<file path="src/easter_holy_day_dates_unit_assert.svh">
// Assertion macros for the Easter holy day dates unit.
`ifndef EASTER_HOLY_DAY_DATES_UNIT_ASSERT_SVH
`define EASTER_HOLY_DAY_DATES_UNIT_ASSERT_SVH

`ifndef SYNTHESIS

// Same-cycle implication, checked outside reset.
`define EHD_ASSERT_IMP(lbl, clk, rst_n, ante, cons) \
    lbl: assert property (@(posedge clk) disable iff (!(rst_n)) (ante) |-> (cons)) \
        else $error("easter unit: implication check failed");

// Next-cycle implication, checked outside reset.
`define EHD_ASSERT_NXT(lbl, clk, rst_n, ante, cons) \
    lbl: assert property (@(posedge clk) disable iff (!(rst_n)) (ante) |=> (cons)) \
        else $error("easter unit: next-cycle check failed");

`else

`define EHD_ASSERT_IMP(lbl, clk, rst_n, ante, cons)
`define EHD_ASSERT_NXT(lbl, clk, rst_n, ante, cons)

`endif

`endif

</file>
<file path="src/ehd_pkg.sv">
// Package: types, constants and calendar helpers for the Easter holy day dates unit.
package ehd_pkg;

    localparam int unsigned YEAR_W     = 14;
    localparam int unsigned PIPE_DEPTH = 16;

    localparam logic [YEAR_W-1:0] YEAR_MIN = 14'd1583;
    localparam logic [YEAR_W-1:0] YEAR_MAX = 14'd9999;

    // reciprocal multipliers for the constant divisions
    localparam logic [12:0] RECIP_100 = 13'd5243;  // >> 19
    localparam logic [5:0]  RECIP_25  = 6'd41;     // >> 10
    localparam logic [11:0] RECIP_19  = 12'd3450;  // >> 16
    localparam logic [7:0]  RECIP_3   = 8'd171;    // >> 9
    localparam logic [8:0]  RECIP_30  = 9'd273;    // >> 13, one correction step
    localparam logic [7:0]  RECIP_7   = 8'd147;    // >> 10

    typedef enum logic [2:0] {
        FEAST_EASTER      = 3'd0,
        FEAST_CARNIVAL    = 3'd1,
        FEAST_GOOD_FRIDAY = 3'd2,
        FEAST_WHITSUN     = 3'd3,
        FEAST_ASCENSION   = 3'd4
    } feast_t;

    // one record travels down the pipe; each stage fills in its own fields
    typedef struct packed {
        logic [YEAR_W-1:0] y;
        logic [6:0]        b;
        logic [6:0]        c;
        logic [2:0]        f;
        logic [9:0]        s;
        logic [6:0]        x;
        logic [4:0]        qa;
        logic [5:0]        g;
        logic [4:0]        a;
        logic [8:0]        t;
        logic [3:0]        qh;
        logic [4:0]        h;
        logic [6:0]        u;
        logic [3:0]        ql;
        logic [2:0]        l;
        logic              m;
        logic [7:0]        base;
        logic              april;
        logic [4:0]        eday;
        logic              leap;
        logic [8:0]        edoy;
    } pipe_t;

    // day of year on which month mon ends; mon 0 gives 0
    function automatic logic [8:0] month_end(input logic [3:0] mon, input logic leap);
        logic [8:0] d;
        unique case (mon)
            4'd0:    d = 9'd0;
            4'd1:    d = 9'd31;
            4'd2:    d = 9'd59;
            4'd3:    d = 9'd90;
            4'd4:    d = 9'd120;
            4'd5:    d = 9'd151;
            4'd6:    d = 9'd181;
            4'd7:    d = 9'd212;
            4'd8:    d = 9'd243;
            4'd9:    d = 9'd273;
            4'd10:   d = 9'd304;
            4'd11:   d = 9'd334;
            4'd12:   d = 9'd365;
            default: d = 9'd0;
        endcase
        if (leap && mon >= 4'd2) begin
            d = d + 9'd1;
        end
        return d;
    endfunction

    // day offset from Easter, two's complement in nine bits
    function automatic logic [8:0] feast_offset(input feast_t k);
        logic [8:0] o;
        unique case (k)
            FEAST_EASTER:      o = 9'd0;
            FEAST_CARNIVAL:    o = 9'd0 - 9'd49;
            FEAST_GOOD_FRIDAY: o = 9'd0 - 9'd2;
            FEAST_WHITSUN:     o = 9'd49;
            FEAST_ASCENSION:   o = 9'd39;
            default:           o = 9'd0;
        endcase
        return o;
    endfunction

endpackage

</file>
<file path="src/easter_holy_day_dates_unit.sv">
// Top level: pipelined Easter computus and feast date generator.
//
// Takes one Gregorian year per input beat (clamped into 1583..9999) and gives five
// result beats: Easter, Carnival (Easter-49), Good Friday (Easter-2), Whitsuntide
// (Easter+49) and Ascension (Whitsuntide-10), each with day of month, month and
// day of year; the Ascension beat carries last_of_run. The Meeus/Jones/Butcher
// arithmetic runs through a 16-stage pipeline with constant-reciprocal divisions.
// A generator stage then issues the five beats, one per cycle while the result
// channel takes them, into a registered output; later years wait in the pipe while
// the beats of one year are issued. The pipe advances as a whole when the
// generator is empty or hands out its final beat; s_ready follows that condition.
// There is no configuration and no state beyond the pipeline, the generator and
// the output register.
`include "easter_holy_day_dates_unit_assert.svh"

module easter_holy_day_dates_unit (
    input  logic                      aclk,
    input  logic                      aresetn,
    input  logic                      s_valid,
    output logic                      s_ready,
    input  logic [ehd_pkg::YEAR_W-1:0] s_year,
    output logic                      m_valid,
    input  logic                      m_ready,
    output logic [2:0]                m_feast,
    output logic [4:0]                m_day_of_month,
    output logic [3:0]                m_month_number,
    output logic [8:0]                m_year_day,
    output logic                      m_last_of_run
);
    import ehd_pkg::*;

    // pipeline
    pipe_t                 pipe_reg  [PIPE_DEPTH];
    pipe_t                 pipe_next [PIPE_DEPTH];
    logic [PIPE_DEPTH-1:0] pipe_valid_reg;

    // beat generator
    logic       gen_valid_reg;
    feast_t     gen_idx_reg;
    logic [8:0] gen_edoy_reg;
    logic       gen_leap_reg;

    // output register
    logic       m_valid_reg;
    feast_t     m_feast_reg,  m_feast_next;
    logic [4:0] m_day_reg,    m_day_next;
    logic [3:0] m_month_reg,  m_month_next;
    logic [8:0] m_doy_reg,    m_doy_next;
    logic       m_last_reg,   m_last_next;

    logic out_free, out_load, advance;

    assign out_free = !m_valid_reg || m_ready;
    assign out_load = gen_valid_reg && out_free;
    // advance the whole pipe when the generator can take a new year
    assign advance  = !gen_valid_reg || (out_load && gen_idx_reg == FEAST_ASCENSION);
    assign s_ready  = advance;

    // stage arithmetic
    always_comb begin
        logic [26:0] prod_b;
        logic [13:0] prod_c;
        logic [12:0] prod_f;
        logic [21:0] prod_a;
        logic [14:0] prod_g;
        logic [17:0] prod_h;
        logic [8:0]  rem_h;
        logic [14:0] prod_l;
        logic [9:0]  sum_m;

        pipe_next[0] = '0;
        for (int i = 1; i < PIPE_DEPTH; i++) begin
            pipe_next[i] = pipe_reg[i-1];
        end

        // clamp the year
        priority if (s_year < YEAR_MIN) begin
            pipe_next[0].y = YEAR_MIN;
        end else if (s_year > YEAR_MAX) begin
            pipe_next[0].y = YEAR_MAX;
        end else begin
            pipe_next[0].y = s_year;
        end

        // century b = y / 100
        prod_b = 27'(pipe_reg[0].y) * 27'(RECIP_100);
        pipe_next[1].b = prod_b[25:19];

        // c = y % 100, f = (b + 8) / 25
        prod_c = 14'(pipe_reg[1].b) * 14'd100;
        pipe_next[2].c = 7'(pipe_reg[1].y - prod_c);
        prod_f = (13'(pipe_reg[1].b) + 13'd8) * 13'(RECIP_25);
        pipe_next[2].f = prod_f[12:10];

        // s = 5b + c folds y into a small value with the same residue mod 19
        pipe_next[3].s = 10'(pipe_reg[2].b) * 10'd5 + 10'(pipe_reg[2].c);
        pipe_next[3].x = pipe_reg[2].b - 7'(pipe_reg[2].f) + 7'd1;

        // quotients for a and g
        prod_a = 22'(pipe_reg[3].s) * 22'(RECIP_19);
        pipe_next[4].qa = prod_a[20:16];
        prod_g = 15'(pipe_reg[3].x) * 15'(RECIP_3);
        pipe_next[4].g = prod_g[14:9];

        // a = y % 19
        pipe_next[5].a = 5'(pipe_reg[4].s - 10'(pipe_reg[4].qa) * 10'd19);

        // t = 19a + b + 15 - d - g, never negative in range
        pipe_next[6].t = 9'(10'(pipe_reg[5].a) * 10'd19 + 10'(pipe_reg[5].b) + 10'd15
                            - 10'(pipe_reg[5].b[6:2]) - 10'(pipe_reg[5].g));

        // quotient estimate for t / 30, low by at most one
        prod_h = 18'(pipe_reg[6].t) * 18'(RECIP_30);
        pipe_next[7].qh = prod_h[16:13];

        // h = t % 30 with one correction
        rem_h = pipe_reg[7].t - 9'(pipe_reg[7].qh) * 9'd30;
        pipe_next[8].h = (rem_h >= 9'd30) ? 5'(rem_h - 9'd30) : 5'(rem_h);

        // u = 32 + 2e + 2i - h - k
        pipe_next[9].u = 7'd32 + (7'(pipe_reg[8].b[1:0]) << 1) + (7'(pipe_reg[8].c[6:2]) << 1)
                         - 7'(pipe_reg[8].h) - 7'(pipe_reg[8].c[1:0]);

        prod_l = 15'(pipe_reg[9].u) * 15'(RECIP_7);
        pipe_next[10].ql = prod_l[13:10];

        // l = u % 7
        pipe_next[11].l = 3'(pipe_reg[10].u - 7'(pipe_reg[10].ql) * 7'd7);

        // m = (a + 11h + 22l) / 451 is 0 or 1
        sum_m = 10'(pipe_reg[11].a) + 10'(pipe_reg[11].h) * 10'd11
              + 10'(pipe_reg[11].l) * 10'd22;
        pipe_next[12].m = (sum_m >= 10'd451);

        // base = 31*month + day - 1
        pipe_next[13].base = 8'(pipe_reg[12].h) + 8'(pipe_reg[12].l) + 8'd114
                           - (pipe_reg[12].m ? 8'd7 : 8'd0);

        // split into March or April, and the leap-year rule
        pipe_next[14].april = (pipe_reg[13].base >= 8'd124);
        pipe_next[14].eday  = 5'(pipe_reg[13].base
                              - (pipe_next[14].april ? 8'd124 : 8'd93) + 8'd1);
        pipe_next[14].leap  = (pipe_reg[13].c == 7'd0) ? (pipe_reg[13].b[1:0] == 2'd0)
                                                       : (pipe_reg[13].c[1:0] == 2'd0);

        // Easter day of year
        pipe_next[15].edoy = 9'(pipe_reg[14].eday) + (pipe_reg[14].leap ? 9'd60 : 9'd59)
                           + (pipe_reg[14].april ? 9'd31 : 9'd0);
    end

    always_ff @(posedge aclk) begin
        if (!aresetn) begin
            pipe_valid_reg <= '0;
        end else if (advance) begin
            pipe_valid_reg <= {pipe_valid_reg[PIPE_DEPTH-2:0], s_valid};
        end
    end

    always_ff @(posedge aclk) begin
        if (advance) begin
            for (int i = 0; i < PIPE_DEPTH; i++) begin
                pipe_reg[i] <= pipe_next[i];
            end
        end
    end

    // generator: take a finished year, then step through the five feasts
    always_ff @(posedge aclk) begin
        if (!aresetn) begin
            gen_valid_reg <= 1'b0;
            gen_idx_reg   <= FEAST_EASTER;
        end else if (advance) begin
            gen_valid_reg <= pipe_valid_reg[PIPE_DEPTH-1];
            gen_idx_reg   <= FEAST_EASTER;
        end else if (out_load) begin
            gen_idx_reg   <= feast_t'(gen_idx_reg + 3'd1);
        end
    end

    always_ff @(posedge aclk) begin
        if (advance) begin
            gen_edoy_reg <= pipe_reg[PIPE_DEPTH-1].edoy;
            gen_leap_reg <= pipe_reg[PIPE_DEPTH-1].leap;
        end
    end

    // date of the current feast
    always_comb begin
        logic [8:0] doy;
        logic [3:0] mon;

        doy = gen_edoy_reg + feast_offset(gen_idx_reg);
        mon = 4'd12;
        for (int i = 11; i >= 1; i--) begin
            if (doy <= month_end(4'(i), gen_leap_reg)) begin
                mon = 4'(i);
            end
        end
        m_feast_next = gen_idx_reg;
        m_doy_next   = doy;
        m_month_next = mon;
        m_day_next   = 5'(doy - month_end(mon - 4'd1, gen_leap_reg));
        m_last_next  = (gen_idx_reg == FEAST_ASCENSION);
    end

    always_ff @(posedge aclk) begin
        if (!aresetn) begin
            m_valid_reg <= 1'b0;
        end else if (out_load) begin
            m_valid_reg <= 1'b1;
        end else if (m_ready) begin
            m_valid_reg <= 1'b0;
        end
    end

    always_ff @(posedge aclk) begin
        if (out_load) begin
            m_feast_reg <= m_feast_next;
            m_day_reg   <= m_day_next;
            m_month_reg <= m_month_next;
            m_doy_reg   <= m_doy_next;
            m_last_reg  <= m_last_next;
        end
    end

    assign m_valid        = m_valid_reg;
    assign m_feast        = m_feast_reg;
    assign m_day_of_month = m_day_reg;
    assign m_month_number = m_month_reg;
    assign m_year_day     = m_doy_reg;
    assign m_last_of_run  = m_last_reg;

    // a new year enters only when the generator is empty or on its final beat
    `EHD_ASSERT_IMP(a_accept_gen_free, aclk, aresetn, s_ready,
        !gen_valid_reg || gen_idx_reg == FEAST_ASCENSION)
    // last_of_run marks Ascension and nothing else
    `EHD_ASSERT_IMP(a_last_is_ascension, aclk, aresetn, m_valid,
        m_last_of_run == (m_feast == FEAST_ASCENSION))
    // every feast lands between February 1 and mid June
    `EHD_ASSERT_IMP(a_date_window, aclk, aresetn, m_valid,
        m_year_day >= 9'd32 && m_year_day <= 9'd166 && m_month_number >= 4'd2
        && m_month_number <= 4'd6 && m_day_of_month != 5'd0)
    // generator steps one feast per loaded beat
    `EHD_ASSERT_NXT(a_gen_step, aclk, aresetn,
        out_load && gen_idx_reg != FEAST_ASCENSION,
        gen_idx_reg == feast_t'($past(gen_idx_reg) + 3'd1))

endmodule

</file>
<file path="config.mk">
export PLATFORM = sky130hd
export DESIGN_NAME = easter_holy_day_dates_unit
export DESIGN_NICKNAME = d
export VERILOG_FILES = /design/src/ehd_pkg.sv /design/src/easter_holy_day_dates_unit.sv
export VERILOG_INCLUDE_DIRS = /design/src /design/src/src
export SDC_FILE = /design/constraint.sdc
export NUM_CORES = 1
export LEC_CHECK = 0
export BUFFER_PORTS_ARGS = -buffer_cell sky130_fd_sc_hd__buf_2
export CAP_MARGIN = 10
export CORE_MARGIN = 10
export CORE_UTILIZATION = 50
export DETAILED_ROUTE_END_ITERATION = 8
export PLACE_DENSITY_LB_ADDON = 0.25
export SETUP_SLACK_MARGIN = 0.4
export SLEW_MARGIN = 5
export SYNTH_ARGS = -nofsm -noshare
export SYNTH_HDL_FRONTEND = slang
export SYNTH_SLANG_ARGS = --single-unit
</file>
<file path="constraint.sdc">
create_clock -name aclk -period 16.45 [get_ports aclk]
set_input_delay 2.4675 -clock aclk [delete_from_list [all_inputs] [get_ports aclk]]
set_output_delay 2.4675 -clock aclk [all_outputs]
set_load 0.01 [all_outputs]
</file>
==> results_dict.tcl <==
set metrics [dict create \
    cts.sinks 374 \
    path_buf_inv 3 \
    crit_slowest_cell "fa_1" \
    core_um2 51100 \
    layout_min_cycle_time_ns 7.24 \
    synth.avg_cell_area_um2 12.6 \
    fin_util 0.553 \
    cp_top_family "adder cells" \
    antenna_left 0 \
    largest_register_ffs 323 \
    syn_nets 2686 \
    post-dp-hpwl_mm 31.9 \
    crit_top_cell "ha_1" \
    ys.flop_type "edfxtp_1" \
    track_usage 0.143 \
    setup_violations 0 \
    grt_pass1_wl_mm 71.8 \
    syn_inst 2046 \
    post_cts_buffers 0 \
    place_ws_ns 9.23 \
    io_pins 42 \
    routabilityCongestion 0.848 \
    cts_tree "built" \
    grt_overflow 0 \
    drtIter0Drc 475 \
    synth_edf_count 353 \
    die_area_um2 60900 \
    fp.dieH_um 247 \
    num_vias 14200 \
    grt_max_degree 203 \
    fmax_mhz 138 \
    async_reset_ff_frac 0 \
    final.fill_count 4243 \
    ctsResizeCount 0 \
    ys.warnings.count 0 \
    cts_max_path_buffers 3 \
    synth.most_common_cell "ha_1" \
    nets 2762 \
    ys_seq_area_frac 0.429 \
    worst_pin_slew_ns 1.10 \
    layout_setup_ws_ns 9.21 \
    cp_data_arrival_time_ns 7.54 \
    netlist_area_um2 25700 \
    critPathKind "register to register" \
    slew_viol_final 0 \
    synth_common_cells "ha_1, inv_1, edfxtp_1" \
    hold_buffers 0 \
    wirelength_mm 41.3 \
    drc_errors 0 \
    status "completed" \
    final.setup.tns_ns 0 \
    holdPathStages 0 \
    start_util 0.503 \
    synth.area.top_cells "edfxtp_1, ha_1, fa_1" \
    path_depth 29 \
    post_drt_wl_per_cell_um 14.6 \
    rows 83 \
    io_buffers 41 \
    numCtsBuffers 42 \
    required_ns 16.75 \
    critical_path.max_fanout 7 \
    yosys.area.top_type "edfxtp_1" \
    reg2regPathDepth 29 \
    post-route-period-util 0.440 \
    via_per_inst 4.99 \
    diodes 0 \
    clock-root-buffer "clkbuf_16" \
    slew_headroom 0.265 \
    rsz0062_at_grt "no" \
    clk-insertion-delay-late_ns 0.56 \
    syn_to_final_growth_pct 10.0 \
    htreeDepth 2 \
    antenna_found_initial 0 \
    die_width_um 247 \
    crit_path_start_kind "register" \
    drv_cap 0 \
    synth_top_area_share 0.412 \
    grt_pass1_vias 14900 \
    cp-end-kind "register" \
    drt_pass1_iterations 5 \
    slowest_delay_ns 0.47 \
    cts.clk_slew.worst_paths_ns 0.06 \
    ys_types 70 \
    min_path_type "register to register" \
    finClkSkew_ns 0.0236 \
    synth-seq-cells 374 \
    finalHoldViolCount 0 \
    final_layout_size_suffix_gt1_frac 0.0654 \
]
==> through the flow <==
| step | cells | instance area, µm² | hold slack [ns] |
|---|---|---|---|
| after detailed placement | 2758 | 26800 | 0.405 |
| final | 2835 | 28300 | 0.404 |
| after global routing | 2835 | 28300 | 0.402 |
| after floorplan | 2046 | 25700 | 0.400 |
| after CTS | 2835 | 28300 | 0.399 |
| after global placement | 2758 | 26800 | 0.400 |
==> cell usage in the layout (no fill, tap or decap), types with 8 or more instances in the layout <==
cell type,netlist,layout
nor3_1,19,19
xnor2_1,95,95
nor2_1,42,42
nor2b_1,17,16
nand2b_1,10,10
dfxtp_1,21,21
o21a_1,21,21
buf_2,3,41
or2_2,10,10
o21bai_1,14,14
nand3_1,17,17
nand2_1,64,64
fa_1,173,173
edfxtp_1,353,353
a21oi_1,69,69
inv_1,441,441
a21boi_0,23,23
o21ai_0,41,41
and3_1,8,8
ha_1,449,449
bufinv_16,0,10
a21o_1,35,35
clkbuf_16,0,43
xor2_1,20,20
==> routing by layer <==
| layer | part of all wire | track usage | vias up |
|---|---|---|---|
| met5 | 0 | 0 | - |
| met4 | 0.017 | 0.0337 | 0 |
| met3 | 0.029 | 0.0238 | 48 |
| met2 | 0.50 | 0.247 | 136 |
| met1 | 0.45 | 0.184 | 6862 |
| li1 | - | - | 7111 |
==> final timing paths <==
kind	startpoint	to	slack, ns
min reg2reg	pipe_reg[7][98]$_DFFE_PP_	pipe_reg[8][98]$_DFFE_PP_	0.40
min	pipe_reg[7][98]$_DFFE_PP_	pipe_reg[8][98]$_DFFE_PP_	0.40
max	gen_idx_reg[0]$_SDFFE_PP0P_	m_day_of_month[4]$_DFFE_PP_	9.21
max reg2reg	gen_idx_reg[0]$_SDFFE_PP0P_	m_day_of_month[4]$_DFFE_PP_	9.21
==> kinds of logic (layout without fill, tap and decap cells) <==
logic type / count (synthesis) / count (layout) / share of synthesized area
xor gates and xnor gates: 117 / 117 / 0.0409
and+or+nand+nor: 209 / 209 / 0.0391
adders and majority gates: 622 / 622 / 0.353
AOI/OAI and AO/OA: 259 / 259 / 0.0678
muxes: 7 / 7 / 0.00287
DFF: 374 / 374 / 0.429
buffers and inverters: 458 / 567 / 0.0674
==> layout make-up <==
cell class / count / area, µm² / area share
timing repair buffer: 44 / 240 / 0.00849
multi-input combinational: 1214 / 13000 / 0.458
inverter: 446 / 1680 / 0.0596
sequential: 374 / 11000 / 0.390
clock inverter: 29 / 430 / 0.0152
clock buffer: 48 / 1090 / 0.0387
tap: 680 / 851 / 0.0301
Power is left out: the tool's default activity adds up to more than one toggle a clock period on the data nets, which glitch-free logic cannot reach.
